[config.mk]
export PLATFORM = sky130hd
export DESIGN_NAME = stick_event_command_repeater
export DESIGN_NICKNAME = d
export VERILOG_FILES = /design/src/hw/rtl/secr_pkg.sv /design/src/hw/rtl/secr_seek.sv /design/src/hw/rtl/stick_event_command_repeater.sv
export SDC_FILE = /design/constraint.sdc
export NUM_CORES = 1
export LEC_CHECK = 0
export ABC_AREA = 1
export BUFFER_PORTS_ARGS = -buffer_cell sky130_fd_sc_hd__buf_2
export CAP_MARGIN = 0
export CORE_MARGIN = 2
export CORE_UTILIZATION = 40
export DETAILED_ROUTE_END_ITERATION = 10
export GPL_TIMING_DRIVEN = 0
export PLACE_DENSITY = 0.54
export SLEW_MARGIN = 15
export SYNTH_ARGS = -nofsm -noshare
export SYNTH_HDL_FRONTEND = slang
export SYNTH_SLANG_ARGS = --single-unit
[constraint.sdc]
create_clock -name clk -period 5.09 [get_ports clk]
set_input_delay 1.018 -clock clk [delete_from_list [all_inputs] [get_ports clk]]
set_output_delay 1.018 -clock clk [all_outputs]
set_load 0.01 [all_outputs]
[src/hw/rtl/secr_pkg.sv]
// Shared types and constants of the stick event command repeater.
package secr_pkg;

    // Field and register widths
    localparam int ACTION_W   = 2;
    localparam int NUMBER_W   = 8;
    localparam int VALUE_W    = 16;
    localparam int CMD_W      = 3;
    localparam int SEEK_W     = 8;
    localparam int VOL_W      = 10;
    localparam int THR_W      = 15;
    localparam int TIME_W     = 16;
    localparam int MAP_W      = 24;
    localparam int CFG_IDX_W  = 3;
    localparam int CFG_DATA_W = 24;

    // Seek scaling: product of excess (16 bits) and max_seek - 1 (8 bits)
    localparam int PROD_W     = VALUE_W + SEEK_W;
    localparam int MUL_STEPS  = SEEK_W;
    localparam int DIV_STEPS  = PROD_W;
    localparam int STEP_CNT_W = 5;

    // Register reset values
    localparam logic [THR_W-1:0]  THRESHOLD_RST  = 15'd12000;
    localparam logic [TIME_W-1:0] WAIT_MS_RST    = 16'd500;
    localparam logic [TIME_W-1:0] REPEAT_MS_RST  = 16'd100;
    localparam logic [SEEK_W-1:0] MAX_SEEK_RST   = 8'd10;
    localparam logic [MAP_W-1:0]  ACTION_MAP_RST = 24'd8423093;

    localparam logic [THR_W-1:0]  AXIS_FULL    = 15'h7FFF;
    localparam logic [TIME_W-1:0] TIME_SAT     = 16'hFFFF;
    localparam int                THR_CHANGE   = 200;

    // Register indexes of the configuration port
    typedef enum logic [CFG_IDX_W-1:0] {
        CFG_THRESHOLD  = 3'd0,
        CFG_WAIT_MS    = 3'd1,
        CFG_REPEAT_MS  = 3'd2,
        CFG_MAX_SEEK   = 3'd3,
        CFG_ACTION_MAP = 3'd4
    } cfg_idx_t;

    // Item kinds
    localparam logic [ACTION_W-1:0] ACT_AXIS   = 2'd0;
    localparam logic [ACTION_W-1:0] ACT_BUTTON = 2'd1;
    localparam logic [ACTION_W-1:0] ACT_TICK   = 2'd2;

    localparam logic [NUMBER_W-1:0] AXIS_THROTTLE = 8'd2;

    // Command codes
    localparam logic [CMD_W-1:0] CMD_NONE      = 3'd0;
    localparam logic [CMD_W-1:0] CMD_SEEK_FWD  = 3'd5;
    localparam logic [CMD_W-1:0] CMD_SEEK_BACK = 3'd6;
    localparam logic [CMD_W-1:0] CMD_VOLUME    = 3'd7;

    // Request into the seek scaler
    typedef struct packed {
        logic [VALUE_W-1:0] mag;
        logic [THR_W-1:0]   thr;
        logic [SEEK_W-1:0]  max_seek;
    } seek_req_t;

    // Answer from the seek scaler
    typedef struct packed {
        logic              done;
        logic [SEEK_W-1:0] amount;
    } seek_rsp_t;

endpackage

[src/hw/rtl/secr_seek.sv]
// Bit-serial seek amount scaler: shift-add multiply, then restoring divide.
module secr_seek (
    input  logic                  clk,
    input  logic                  rst_n,
    input  logic                  start,
    input  secr_pkg::seek_req_t   req,
    output secr_pkg::seek_rsp_t   rsp
);
    import secr_pkg::*;

    typedef enum logic [3:0] {
        U_IDLE = 4'b0001,
        U_MUL  = 4'b0010,
        U_DIV  = 4'b0100,
        U_FIN  = 4'b1000
    } phase_t;

    phase_t                  phase_reg, phase_next;
    logic [STEP_CNT_W-1:0]   cnt_reg, cnt_next;
    logic [PROD_W-1:0]       mcand_reg, mcand_next;
    logic [SEEK_W-1:0]       mplier_reg, mplier_next;
    logic [PROD_W-1:0]       acc_reg, acc_next;
    logic [THR_W-1:0]        den_reg, den_next;
    logic [THR_W-1:0]        rem_reg, rem_next;
    logic [PROD_W-1:0]       dq_reg, dq_next;
    logic [SEEK_W-1:0]       ms_reg, ms_next;

    logic [SEEK_W-1:0]       ms_eff;
    logic [VALUE_W-1:0]      thr_ext;
    logic [PROD_W-1:0]       acc_sum;
    logic [THR_W:0]          rem_sh;
    logic                    q_bit;

    assign ms_eff  = (req.max_seek == '0) ? SEEK_W'(1) : req.max_seek;
    assign thr_ext = {1'b0, req.thr};

    // One multiplier bit and one quotient bit per cycle
    assign acc_sum = acc_reg + (mplier_reg[0] ? mcand_reg : '0);
    assign rem_sh  = {rem_reg, dq_reg[PROD_W-1]};
    assign q_bit   = (rem_sh >= {1'b0, den_reg});

    always_comb
    begin
        phase_next  = phase_reg;
        cnt_next    = cnt_reg;
        mcand_next  = mcand_reg;
        mplier_next = mplier_reg;
        acc_next    = acc_reg;
        den_next    = den_reg;
        rem_next    = rem_reg;
        dq_next     = dq_reg;
        ms_next     = ms_reg;
        case (phase_reg)
            U_IDLE:
            begin
                if (start)
                begin
                    ms_next = ms_eff;
                    cnt_next = '0;
                    if (req.mag <= thr_ext)
                    begin
                        // inside the dead zone: amount is 1
                        dq_next = '0;
                        phase_next = U_FIN;
                    end
                    else if (req.thr == AXIS_FULL)
                    begin
                        // no span left: amount saturates at max_seek
                        dq_next = '1;
                        phase_next = U_FIN;
                    end
                    else
                    begin
                        mcand_next  = PROD_W'(req.mag - thr_ext);
                        mplier_next = ms_eff - SEEK_W'(1);
                        acc_next    = '0;
                        den_next    = AXIS_FULL - req.thr;
                        phase_next  = U_MUL;
                    end
                end
            end
            U_MUL:
            begin
                acc_next    = acc_sum;
                mcand_next  = {mcand_reg[PROD_W-2:0], 1'b0};
                mplier_next = {1'b0, mplier_reg[SEEK_W-1:1]};
                cnt_next    = cnt_reg + STEP_CNT_W'(1);
                if (cnt_reg == STEP_CNT_W'(MUL_STEPS - 1))
                begin
                    dq_next    = acc_sum;
                    rem_next   = '0;
                    cnt_next   = '0;
                    phase_next = U_DIV;
                end
            end
            U_DIV:
            begin
                rem_next = q_bit ? THR_W'(rem_sh - {1'b0, den_reg}) : rem_sh[THR_W-1:0];
                dq_next  = {dq_reg[PROD_W-2:0], q_bit};
                cnt_next = cnt_reg + STEP_CNT_W'(1);
                if (cnt_reg == STEP_CNT_W'(DIV_STEPS - 1))
                begin
                    phase_next = U_FIN;
                end
            end
            U_FIN:
            begin
                phase_next = U_IDLE;
            end
            default:
            begin
                phase_next = U_IDLE;
            end
        endcase
    end

    // Quotient plus one, clamped to max_seek
    assign rsp.done   = (phase_reg == U_FIN);
    assign rsp.amount = (dq_reg >= PROD_W'(ms_reg)) ? ms_reg
                                                    : dq_reg[SEEK_W-1:0] + SEEK_W'(1);

    always_ff @(posedge clk or negedge rst_n)
    begin
        if (!rst_n)
        begin
            phase_reg <= U_IDLE;
            cnt_reg   <= '0;
        end
        else
        begin
            phase_reg <= phase_next;
            cnt_reg   <= cnt_next;
        end
    end

    always_ff @(posedge clk)
    begin
        mcand_reg  <= mcand_next;
        mplier_reg <= mplier_next;
        acc_reg    <= acc_next;
        den_reg    <= den_next;
        rem_reg    <= rem_next;
        dq_reg     <= dq_next;
        ms_reg     <= ms_next;
    end

endmodule

[src/hw/rtl/stick_event_command_repeater.sv]
// A tick, button or large throttle move goes from accept to the emit state, which loads its
//   first beat into the output register; moves of axis 0 or 1 and small throttle moves wait
//   in the seek state for the bit-serial seek scaler (8 multiply steps, 24 divide steps and a
//   result state, only the result state when no scaling is needed) before any command goes out.
// One item at a time: the next is accepted once the last beat has been loaded, if there is one.
// Reset: asynchronous active-low; registers return to defaults, all axis state cleared.
module stick_event_command_repeater (
    input  logic                                clk,
    input  logic                                rst_n,
    input  logic                                cfg_we,
    input  logic [secr_pkg::CFG_IDX_W-1:0]      cfg_index,
    input  logic [secr_pkg::CFG_DATA_W-1:0]     cfg_data,
    input  logic                                in_valid,
    output logic                                in_stall,
    input  logic [secr_pkg::ACTION_W-1:0]       action,
    input  logic [secr_pkg::NUMBER_W-1:0]       number,
    input  logic signed [secr_pkg::VALUE_W-1:0] value,
    output logic                                out_valid,
    input  logic                                out_stall,
    output logic [secr_pkg::CMD_W-1:0]          command,
    output logic [secr_pkg::SEEK_W-1:0]         seek_seconds,
    output logic [secr_pkg::VOL_W-1:0]          volume,
    output logic                                last
);
    import secr_pkg::*;

    typedef enum logic [2:0] {
        S_IDLE = 3'b001,
        S_SEEK = 3'b010,
        S_EMIT = 3'b100
    } state_t;

    function automatic logic [CMD_W-1:0] map_code(input logic [MAP_W-1:0] m,
                                                  input logic [2:0] slot);
        logic [4:0] base;
        base = 5'(slot) * 5'd3;
        return m[base +: CMD_W];
    endfunction

    // Configuration
    logic [THR_W-1:0]   threshold_reg, threshold_next;
    logic [TIME_W-1:0]  wait_ms_reg, wait_ms_next;
    logic [TIME_W-1:0]  repeat_ms_reg, repeat_ms_next;
    logic [SEEK_W-1:0]  max_seek_reg, max_seek_next;
    logic [MAP_W-1:0]   action_map_reg, action_map_next;

    // Block state
    state_t                    state_reg, state_next;
    logic                      trig_reg [2];
    logic                      trig_next [2];
    logic signed [VALUE_W-1:0] pos_reg [2];
    logic signed [VALUE_W-1:0] pos_next [2];
    logic [TIME_W-1:0]         hold_reg [2];
    logic [TIME_W-1:0]         hold_next [2];
    logic signed [VALUE_W-1:0] throttle_reg, throttle_next;
    logic [SEEK_W-1:0]         seek_amount_reg, seek_amount_next;
    logic [TIME_W-1:0]         idle_reg, idle_next;
    logic [CMD_W-1:0]          pend_reg [2];
    logic [CMD_W-1:0]          pend_next [2];
    logic [VOL_W-1:0]          vol_reg, vol_next;

    // Output register
    logic               out_valid_reg, out_valid_next;
    logic [CMD_W-1:0]   command_reg, command_next;
    logic [SEEK_W-1:0]  seek_reg, seek_next;
    logic [VOL_W-1:0]   volume_reg, volume_next;
    logic               last_reg, last_next;

    // Decode of the incoming beat
    logic                      accept;
    logic [VALUE_W-1:0]        mag;
    logic [VALUE_W-1:0]        thr_ext;
    logic                      above;
    logic                      below;
    logic signed [VALUE_W:0]   thr_diff;
    logic                      big_change;
    logic [VALUE_W-1:0]        vol_full;
    logic [TIME_W-1:0]         hold_inc [2];
    logic [TIME_W-1:0]         idle_inc;
    logic [TIME_W-1:0]         rep_period;
    logic                      rep_due;
    logic [CMD_W-1:0]          rep_code [2];
    logic [CMD_W-1:0]          axis_code;
    logic [CMD_W-1:0]          button_code;
    logic                      out_free;
    logic                      load;
    logic                      seek_start;
    seek_req_t                 seek_req;
    seek_rsp_t                 seek_rsp;

    assign accept   = in_valid && (state_reg == S_IDLE);
    assign in_stall = (state_reg != S_IDLE);

    assign mag      = value[VALUE_W-1] ? (VALUE_W'(0) - value) : value;
    assign thr_ext  = {1'b0, threshold_reg};
    assign above    = (mag > thr_ext);
    assign below    = (mag < thr_ext);
    assign thr_diff = {value[VALUE_W-1], value} - {throttle_reg[VALUE_W-1], throttle_reg};
    assign big_change = (thr_diff > (VALUE_W+1)'(THR_CHANGE))
                     || (thr_diff < -(VALUE_W+1)'(THR_CHANGE));
    assign vol_full = {1'b0, AXIS_FULL} - value;

    // A fresh trigger fires up for positive, down for negative deflection
    assign axis_code   = map_code(action_map_reg, {1'b0, number[0], value[VALUE_W-1]});
    assign button_code = map_code(action_map_reg, {1'b1, number[0], (value == 16'sd1)});

    // Tick bookkeeping and repeat check
    assign idle_inc   = (idle_reg == TIME_SAT) ? idle_reg : idle_reg + TIME_W'(1);
    assign rep_period = (repeat_ms_reg == '0) ? TIME_W'(1) : repeat_ms_reg;
    assign rep_due    = (idle_inc >= rep_period);

    for (genvar g = 0; g < 2; g++)
    begin : g_axis
        assign hold_inc[g] = (hold_reg[g] == TIME_SAT) ? hold_reg[g]
                                                       : hold_reg[g] + TIME_W'(1);
        always_comb
        begin
            rep_code[g] = CMD_NONE;
            if (trig_reg[g] && (hold_inc[g] > wait_ms_reg))
            begin
                if (pos_reg[g] > 16'sd0)
                begin
                    rep_code[g] = map_code(action_map_reg, 3'(2 * g));
                end
                else if (pos_reg[g] < 16'sd0)
                begin
                    rep_code[g] = map_code(action_map_reg, 3'(2 * g + 1));
                end
            end
        end
    end

    assign out_free = !out_valid_reg || !out_stall;
    assign load     = (state_reg == S_EMIT) && out_free;

    assign seek_start = accept && (action == ACT_AXIS)
                     && ((number < AXIS_THROTTLE) || ((number == AXIS_THROTTLE) && !big_change));
    assign seek_req.mag      = mag;
    assign seek_req.thr      = threshold_reg;
    assign seek_req.max_seek = max_seek_reg;

    secr_seek u_seek (
        .clk   (clk),
        .rst_n (rst_n),
        .start (seek_start),
        .req   (seek_req),
        .rsp   (seek_rsp)
    );

    // Configuration writes
    always_comb
    begin
        threshold_next  = threshold_reg;
        wait_ms_next    = wait_ms_reg;
        repeat_ms_next  = repeat_ms_reg;
        max_seek_next   = max_seek_reg;
        action_map_next = action_map_reg;
        if (cfg_we)
        begin
            case (cfg_index)
                CFG_THRESHOLD:  threshold_next  = cfg_data[THR_W-1:0];
                CFG_WAIT_MS:    wait_ms_next    = cfg_data[TIME_W-1:0];
                CFG_REPEAT_MS:  repeat_ms_next  = cfg_data[TIME_W-1:0];
                CFG_MAX_SEEK:   max_seek_next   = cfg_data[SEEK_W-1:0];
                CFG_ACTION_MAP: action_map_next = cfg_data[MAP_W-1:0];
                default:        ;
            endcase
        end
    end

    // Item processing and command sequencing
    always_comb
    begin
        state_next       = state_reg;
        trig_next        = trig_reg;
        pos_next         = pos_reg;
        hold_next        = hold_reg;
        throttle_next    = throttle_reg;
        seek_amount_next = seek_amount_reg;
        idle_next        = idle_reg;
        pend_next        = pend_reg;
        vol_next         = vol_reg;

        case (state_reg)
            S_IDLE:
            begin
                if (accept)
                begin
                    pend_next[0] = CMD_NONE;
                    pend_next[1] = CMD_NONE;
                    // only a throttle move carries a volume level
                    vol_next     = '0;
                    case (action)
                        ACT_AXIS:
                        begin
                            idle_next = '0;
                            if (number == AXIS_THROTTLE)
                            begin
                                if (big_change)
                                begin
                                    throttle_next = value;
                                    vol_next      = vol_full[VALUE_W-1:VALUE_W-VOL_W];
                                    pend_next[0]  = CMD_VOLUME;
                                    state_next    = S_EMIT;
                                end
                                else
                                begin
                                    state_next = S_SEEK;
                                end
                            end
                            else if (number < AXIS_THROTTLE)
                            begin
                                pos_next[number[0]] = value;
                                if (above && !trig_reg[number[0]])
                                begin
                                    trig_next[number[0]] = 1'b1;
                                    hold_next[number[0]] = '0;
                                    pend_next[0]         = axis_code;
                                end
                                else if (below)
                                begin
                                    trig_next[number[0]] = 1'b0;
                                end
                                state_next = S_SEEK;
                            end
                        end
                        ACT_BUTTON:
                        begin
                            idle_next = '0;
                            if ((number < AXIS_THROTTLE) && (button_code != CMD_NONE))
                            begin
                                pend_next[0] = button_code;
                                state_next   = S_EMIT;
                            end
                        end
                        ACT_TICK:
                        begin
                            hold_next[0] = hold_inc[0];
                            hold_next[1] = hold_inc[1];
                            idle_next    = idle_inc;
                            if (rep_due)
                            begin
                                idle_next = '0;
                                // compact the two repeat codes, skipping empty slots
                                if (rep_code[0] != CMD_NONE)
                                begin
                                    pend_next[0] = rep_code[0];
                                    pend_next[1] = rep_code[1];
                                end
                                else
                                begin
                                    pend_next[0] = rep_code[1];
                                end
                                if ((rep_code[0] != CMD_NONE) || (rep_code[1] != CMD_NONE))
                                begin
                                    state_next = S_EMIT;
                                end
                            end
                        end
                        default: ;
                    endcase
                end
            end
            S_SEEK:
            begin
                if (seek_rsp.done)
                begin
                    seek_amount_next = seek_rsp.amount;
                    state_next = (pend_reg[0] != CMD_NONE) ? S_EMIT : S_IDLE;
                end
            end
            S_EMIT:
            begin
                if (out_free)
                begin
                    pend_next[0] = pend_reg[1];
                    pend_next[1] = CMD_NONE;
                    if (pend_reg[1] == CMD_NONE)
                    begin
                        state_next = S_IDLE;
                    end
                end
            end
            default:
            begin
                state_next = S_IDLE;
            end
        endcase
    end

    // Output beat register
    always_comb
    begin
        out_valid_next = out_valid_reg && out_stall;
        command_next   = command_reg;
        seek_next      = seek_reg;
        volume_next    = volume_reg;
        last_next      = last_reg;
        if (load)
        begin
            out_valid_next = 1'b1;
            command_next   = pend_reg[0];
            seek_next      = ((pend_reg[0] == CMD_SEEK_FWD) || (pend_reg[0] == CMD_SEEK_BACK))
                             ? seek_amount_reg : '0;
            volume_next    = (pend_reg[0] == CMD_VOLUME) ? vol_reg : '0;
            last_next      = (pend_reg[1] == CMD_NONE);
        end
    end

    assign out_valid    = out_valid_reg;
    assign command      = command_reg;
    assign seek_seconds = seek_reg;
    assign volume       = volume_reg;
    assign last         = last_reg;

    always_ff @(posedge clk or negedge rst_n)
    begin
        if (!rst_n)
        begin
            threshold_reg   <= THRESHOLD_RST;
            wait_ms_reg     <= WAIT_MS_RST;
            repeat_ms_reg   <= REPEAT_MS_RST;
            max_seek_reg    <= MAX_SEEK_RST;
            action_map_reg  <= ACTION_MAP_RST;
            state_reg       <= S_IDLE;
            trig_reg[0]     <= 1'b0;
            trig_reg[1]     <= 1'b0;
            pos_reg[0]      <= '0;
            pos_reg[1]      <= '0;
            hold_reg[0]     <= '0;
            hold_reg[1]     <= '0;
            throttle_reg    <= '0;
            seek_amount_reg <= SEEK_W'(1);
            idle_reg        <= '0;
            pend_reg[0]     <= CMD_NONE;
            pend_reg[1]     <= CMD_NONE;
            out_valid_reg   <= 1'b0;
        end
        else
        begin
            threshold_reg   <= threshold_next;
            wait_ms_reg     <= wait_ms_next;
            repeat_ms_reg   <= repeat_ms_next;
            max_seek_reg    <= max_seek_next;
            action_map_reg  <= action_map_next;
            state_reg       <= state_next;
            trig_reg        <= trig_next;
            pos_reg         <= pos_next;
            hold_reg        <= hold_next;
            throttle_reg    <= throttle_next;
            seek_amount_reg <= seek_amount_next;
            idle_reg        <= idle_next;
            pend_reg        <= pend_next;
            out_valid_reg   <= out_valid_next;
        end
    end

    always_ff @(posedge clk)
    begin
        vol_reg     <= vol_next;
        command_reg <= command_next;
        seek_reg    <= seek_next;
        volume_reg  <= volume_next;
        last_reg    <= last_next;
    end

`ifndef SYNTHESIS
    // The scaler only answers while the sequencer waits for it
    a_seek_done_in_seek: assert property (@(posedge clk) disable iff (!rst_n)
        seek_rsp.done |-> (state_reg == S_SEEK))
        else $error("seek scaler finished outside the seek wait");

    // The emit state always has a command to send
    a_emit_has_cmd: assert property (@(posedge clk) disable iff (!rst_n)
        (state_reg == S_EMIT) |-> (pend_reg[0] != CMD_NONE))
        else $error("emit state without a pending command");

    // A beat on the output never carries the empty code
    a_out_cmd_nonzero: assert property (@(posedge clk) disable iff (!rst_n)
        out_valid_reg |-> (command_reg != CMD_NONE))
        else $error("output beat with empty command");

    // Loading the final beat of an item returns the sequencer to idle
    a_last_to_idle: assert property (@(posedge clk) disable iff (!rst_n)
        (load && (pend_reg[1] == CMD_NONE)) |=> (state_reg == S_IDLE))
        else $error("sequencer did not return to idle after the final beat");

    // Seek amount never drops to zero
    a_seek_nonzero: assert property (@(posedge clk) disable iff (!rst_n)
        seek_amount_reg != '0)
        else $error("seek amount is zero");
`endif

endmodule

# [Yosys cells after proc, flatten, opt, wreduce, memory -nomap -nowiden]
# Index checks and enable logic that the tools add are counted.
[op_classes] eq_ne=43 n_lt_le_gt_ge=17 add_sub_neg=13 n_bitwise=9 mux=86 mul=2 n_reduce_logical=59 n_shift=2
[ops] cell="24-bit 2-to-1 mux" n=11
[ops] cell="16-bit 2-to-1 mux" n=7
[ops] cell="32-bit 2-to-1 mux" n=3
[ops] cell="24-bit case mux with 2 select lines" n=2
[ops] cell="3-bit 2-to-1 mux" n=25
[ops] cell="24-bit case mux with 3 select lines" n=1
[ops] cell="32-bit case mux with 2 select lines" n=1
[ops] cell="16-bit by 1-bit adder with 16-bit output, second input constant" n=3
[ops] cell="16-bit equality test, second input constant" n=3
[ops] cell="8-bit 2-to-1 mux" n=5
[ops] cell="32-bit bitwise AND" n=1
[ops] cell="32-bit bitwise mux" n=1
[ops] cell="16-bit by 1-bit > comparator with 1-bit output, second input constant" n=2
[ops] cell="16-bit > comparator" n=2
[ops] cell="16-bit by 1-bit less-than comparator with 1-bit output, second input constant" n=2
[ops] cell="32-bit inverter" n=1
[ops] cell="16-bit case mux with 2 select lines" n=1
[ops] cell="15-bit 2-to-1 mux" n=2
[ops] cell="15-bit case mux with 2 select lines" n=1
[ops] cell="3-bit case mux with 3 select lines" n=3
[ops] cell="24-bit adder" n=1
[ops] cell="24-bit by 8-bit greater-or-equal comparator with 1-bit output" n=1
[ops] cell="24-bit by 5-bit indexed part select with 3-bit output" n=1
[ops] cell="24-bit by 6-bit indexed part select with 3-bit output" n=1
[ops] cell="other kinds (73)" n=150
[totals] output_inout_bits=24 inputBits=58 wordCells=263 ff_bits=354

# [Longest topological paths before layout]
[depth] word_depth=12 mapped_depth=27 depth_no_buf=27

# [Cells and area by module]
# From an unflattened synthesis, not the netlist that was laid out.
[hier_totals] hier_cells=2972 area_unflattened_um2=23038.3
[modules_own_cells] module="stick_event_command_repeater" cells_each=1796 area_per_inst_um2=13995.9 n_inst=1 seq_area_each_um2=5876.9
[modules_own_cells] module="secr_seek" cells_each=1176 area_per_inst_um2=9042.4 n_inst=1 seq_area_each_um2=3769.9

# [Worst setup path before layout]
# Ideal clock, no wire load.
[synth_timing] path_kind="input-to-reg" startpoint="input value[15] (netlist name)" endpoint="register u_seek.acc_reg[0], enable pin" required_time_ps=4675 path_slack_ps=192 path_buffers=2 t_arrival_ps=4483 path_stages=17 setup_ps=415 cell_sequence="buf_2 -> clkinv_1 -> clkbuf_1 -> o21ai_0 -> a21oi_1 -> xor2_1 -> ha_1 -> nand2_1 -> nor2_1 -> nand3_1 -> nand3_2 -> nand2_1 -> inv_2 -> o21ai_0 -> nor2_1 -> nand3_1 -> nand2_1"
[synth_via] elab_chain_len=9 word_cells_on_any_way=14 cone_classes="add/sub: 2; order compare: 3; eq/ne: 2; mux: 1; reduce/logical: 6"
[synth_rtl] element="start, declared" line="stick_event_command_repeater.sv:17" source="input logic signed [secr_pkg::VALUE_W-1:0] value,"
[synth_rtl] element="16-bit by 16-bit subtractor with 17-bit output" line="stick_event_command_repeater.sv:98" source="assign thr_diff = {value[VALUE_W-1], value} - {throttle_reg[VALUE_W-1], throttle_reg};"
[synth_rtl] element="17-bit by 9-bit > comparator with 1-bit output or 17-bit by 9-bit less-than comparator with 1-bit output (tied branches)" line="stick_event_command_repeater.sv:99, stick_event_command_repeater.sv:100"
[synth_rtl] element="1-bit logical OR" line="stick_event_command_repeater.sv:100" source="|| (thr_diff < -(VALUE_W+1)'(THR_CHANGE));"
[synth_rtl] element="1-bit zero test" line="stick_event_command_repeater.sv:137" source="&& ((number < AXIS_THROTTLE) || ((number == AXIS_THROTTLE) && !big_change));"
[synth_rtl] element="1-bit logical AND" line="stick_event_command_repeater.sv:137"
[synth_rtl] element="1-bit logical OR" line="stick_event_command_repeater.sv:137"
[synth_rtl] element="1-bit logical AND" line="stick_event_command_repeater.sv:137"
[synth_rtl] element="2-bit != test (no line)"
[synth_rtl] element="4-bit AND reduction (no line) (*)"
[synth_rtl] element="end signal, assigned" line="secr_seek.sv:140" source="acc_reg <= acc_next;"
[synth_rtl] element="end, declared" line="secr_seek.sv:22" source="logic [PROD_W-1:0] acc_reg, acc_next;"
# Every way passes the cells marked *; elsewhere a longest branch is shown, timed or not.
# A chain may end at the register's enable or synchronous reset.

# [Worst setup path in the final report]
[layout_timing] startpoint="input value[1] (netlist name)" endpoint="register u_seek.dq_reg[9], enable pin"
[layout_via] elab_chain_len=9 word_cells_on_any_way=14 cone_classes="add/sub: 2; order compare: 3; eq/ne: 2; mux: 1; reduce/logical: 6"
[layout_rtl] element="16-bit by 16-bit subtractor with 17-bit output" line="stick_event_command_repeater.sv:98"
[layout_rtl] element="17-bit by 9-bit > comparator with 1-bit output or 17-bit by 9-bit less-than comparator with 1-bit output (tied branches)" line="stick_event_command_repeater.sv:99, stick_event_command_repeater.sv:100"
[layout_rtl] element="1-bit logical OR" line="stick_event_command_repeater.sv:100"
[layout_rtl] element="1-bit zero test" line="stick_event_command_repeater.sv:137"
[layout_rtl] element="1-bit logical AND" line="stick_event_command_repeater.sv:137"
[layout_rtl] element="1-bit logical OR" line="stick_event_command_repeater.sv:137"
[layout_rtl] element="1-bit logical AND" line="stick_event_command_repeater.sv:137"
[layout_rtl] element="2-bit != test (no line)"
[layout_rtl] element="4-bit AND reduction (no line) (*)"
[layout_rtl] element="end signal, assigned" line="secr_seek.sv:143" source="dq_reg <= dq_next;"
[layout_rtl] element="end, declared" line="secr_seek.sv:25" source="logic [PROD_W-1:0] dq_reg, dq_next;"
# Marked as above.

==> results.toml <==
[status]
outcome = "finished, final reports clean"

[critical_path]
crit_type = "input port to register"
critical_path.reg2reg.endpoint = "idle_reg[0]"
setup.worst_path.start_class = "input port"
worstReg2RegStart = "idle_reg[0]"
startpoint = "value[1]"
critical_path.endpoint_type = "register"
worstPathMaxFanout = 12
timing.critical_path.arrival_ns = 4.86
cp_data_required_time_ns = 5.32
reg2reg_slack_ns = 0.63
reg2regPathDepth = 22

[synth]
synth_cells = 2744
synth_area_um2 = 21900
yosysSeqAreaShare_pct = 44.0
synthesis.yosys.warnings = 0
post_synth_num_cell_types = 61
synth_edf_count = 150
number_of_register_bits_inferred_by_synthesis = 354
syn_nets = 2944
synth_area_per_cell_um2 = 7.99
synth_top_flop_cell = "sky130_fd_sc_hd__dfrtp_1"
synth_async_reset_ratio_pct = 57.6

[finish]
final_common_cell = "sky130_fd_sc_hd__nand2_1"
layout.nets = 3075
synthToLayoutAreaGrowth_pct = 13.0
proportion_of_layout_cells_with_a_drive_suffix_above_1_pct = 9.87
num_antenna_cells = 0
final_cell_mix = "sky130_fd_sc_hd__nand2_1 (651), sky130_fd_sc_hd__inv_1 (398), sky130_fd_sc_hd__o21ai_0 (227)"

[power_and_ir_drop]
power.ir.vdd_worst_v = 0.000318
fin_total_pwr_w = 0.00902
p_leak_nw = 11.5
cellPowerDensity_nw_per_um2 = 364

[die]
floorplan.core_area_um2 = 54000
start_util_pct = 40.6
die_x_um = 238
die_area_um2 = 56700
rows = 85
floorplan.io_pins = 82
dieHeight_um = 238

[timing]
rsz_0062_raised_after_global_routing = "false"
setup-violations-final = 0
drv_slew = 0
hold_viol = 0
worst_pin_slew_ns = 1.18
layout_worst_path_cycle_share_pct = 91.1
fin_skew_ns = 0.0154
fin_crit_ns = 4.64
postLayoutSetupSlackWorst_ns = 0.454
max_clock_freq_ghz = 0.216
remaining_max_slew_budget_at_the_tightest_pin_pct = 20.5

[clocking]
number_of_buffers_created_by_cts = 42
clockBufferDepth = 3
tritoncts = "yes"
cts_num_sinks = 354
clock_pin_slew_on_the_worst_setup_and_hold_paths_ns = 0.06
number_of_h_tree_branching_levels = 2
cts-hold-fix-buffers = 0
worstSkewPairLatency_ns = 0.57
root_buffer = "sky130_fd_sc_hd__clkbuf_16"

[placement]
hpwl_mm = 48.3
globalplace.congestion = 0.902
pre_cts_ws_ns = -0.351
io_buffers = 81

[route]
post_drt_wl_per_cell_um = 17.3
detailedRoute.firstIterationViolations = 1373
post_drt_via_cell_ratio = 5.17
routed_wirelength_mm = 62.5
via_count = 18600
drtPass1Iterations = 5
detail-route-antenna-nets = 0
drc = 0

[global_routing]
grt_util_met3_pct = 2.57
grt_overflow = 0
track_usage_pct = 22.2
use_met1_pct = 30.7
global_routing_s_busiest_layer = "met2"
grt_pass1_vias = 18000
antenna_found_initial = 0
grt_pass1_wl_mm = 99.5
met2_usage_pct = 36.9
grt_max_degree = 98

[flow_run]
max_cap_violations = 0

[hold_path]
min-delay-path-class = "input port to async pin"
==> how the worst max path moves through the flow <==
stage / to / slack, ns / depth (start not counted)
after floorplan: u_seek.acc_reg[0] / 0.19 / 17
after global placement: u_seek.mcand_reg[3] / -1.66 / 18
after detailed placement: u_seek.dq_reg[5] / -0.35 / 17
after CTS: u_seek.dq_reg[1] / 0.26 / 17
after global routing: u_seek.dq_reg[14] / 0.04 / 20
final: u_seek.dq_reg[9] / 0.45 / 20
==> worst max-delay path: stages <==
cell                      delay (ns)
sky130_fd_sc_hd__buf_2          0.14
sky130_fd_sc_hd__inv_1          0.33
sky130_fd_sc_hd__ha_1           0.23
sky130_fd_sc_hd__inv_1          0.05
sky130_fd_sc_hd__nor2_1         0.13
sky130_fd_sc_hd__inv_1          0.07
sky130_fd_sc_hd__nand2_1        0.08
sky130_fd_sc_hd__o21ai_0        0.16
sky130_fd_sc_hd__a21oi_1        0.20
sky130_fd_sc_hd__xor2_1         0.23
sky130_fd_sc_hd__ha_1           0.32
sky130_fd_sc_hd__a21oi_1        0.15
sky130_fd_sc_hd__o21ai_0        0.08
sky130_fd_sc_hd__a21oi_1        0.21
sky130_fd_sc_hd__nand3_2        0.21
sky130_fd_sc_hd__nand2_1        0.14
sky130_fd_sc_hd__inv_2          0.09
sky130_fd_sc_hd__o21ai_0        0.22
sky130_fd_sc_hd__o21ai_0        0.38
sky130_fd_sc_hd__nor2_4         0.43
==> power breakdown <==
part / leakage (nW) / internal [W] / switching [W]
Combinational: 6.86 / 0.000768 / 0.00148
Clock: 0.681 / 0.00179 / 0.00126
Sequential: 3.99 / 0.00345 / 0.000274
Total: 11.5 / 0.00601 / 0.00301
==> cell type report <==
| class | count | area, µm² |
|---|---|---|
| multi-input cells | 1906 | 10400 |
| fillers | 5374 | 29300 |
| well taps | 696 | 871 |
| repair buffers | 87 | 541 |
| clock buffers | 60 | 1230 |
| flip-flops and latches | 354 | 9650 |
| plain buffers | 70 | 318 |
| clock inverters | 17 | 170 |
| inverters | 414 | 1560 |
==> cells by family (layout without fill, tap and decap cells) <==
group	count (synthesis)	in the layout	share of synthesized area, %
muxes	7	7	0.359
and+or+nand+nor	1177	1178	23.3
DFF	354	354	44.0
adders and majority gates	142	142	8.24
AOI/OAI and AO/OA	511	511	12.9
xor gates and xnor gates	68	68	2.72
buffers and inverters	485	648	8.55
==> routing by layer <==
layer | vias up | wire length [µm]
li1 | 9364 | -
met5 | - | 0
met1 | 8818 | 29600
met3 | 77 | 2300
met2 | 363 | 29300
met4 | 0 | 1270
==> cells in the mapped netlist, types with 20 or more instances <==
library cell | n | share of area [%]
sky130_fd_sc_hd__nand2_1 | 652 | 11
sky130_fd_sc_hd__nand3_1 | 146 | 3.3
sky130_fd_sc_hd__inv_1 | 398 | 6.8
sky130_fd_sc_hd__nor3_1 | 35 | 0.80
sky130_fd_sc_hd__edfxtp_1 | 150 | 21
sky130_fd_sc_hd__o211ai_1 | 20 | 0.68
sky130_fd_sc_hd__o21ai_0 | 228 | 5.2
sky130_fd_sc_hd__nor4_1 | 27 | 0.77
sky130_fd_sc_hd__nor2_1 | 215 | 3.7
sky130_fd_sc_hd__ha_1 | 138 | 7.9
sky130_fd_sc_hd__clkbuf_1 | 54 | 0.92
sky130_fd_sc_hd__dfstp_2 | 30 | 3.6
sky130_fd_sc_hd__o21ai_1 | 25 | 0.57
sky130_fd_sc_hd__nand4_1 | 33 | 0.94
sky130_fd_sc_hd__a21oi_1 | 157 | 3.6
sky130_fd_sc_hd__xor2_1 | 52 | 2.1
sky130_fd_sc_hd__dfrtp_1 | 174 | 20
==> per-stage QoR <==
step | util, % | instance area [µm²] | instances | hold slack, ns | TNS [ns]
2_1_floorplan | - | 21900 | 2744 | 0.446 | 0
3_3_place_gp | 43.0 | 23200 | 3521 | 0.467 | -210.36
3_5_place_dp | 43.2 | 23300 | 3526 | 0.468 | -20.17
4_1_cts | 45.8 | 24700 | 3603 | 0.277 | 0
5_1_grt | 45.9 | 24800 | 3604 | 0.300 | 0
6_report | 45.9 | 24800 | 3604 | 0.301 | 0
==> what timing repair did <==
| action | CTS | global route |
|---|---|---|
| resized for setup | 0 | 3 |
| buffers inserted | 0 | 1 |
| endpoints found under the setup margin | 0 | 46 |
Note: power is estimated with default switching activity, not from simulation.
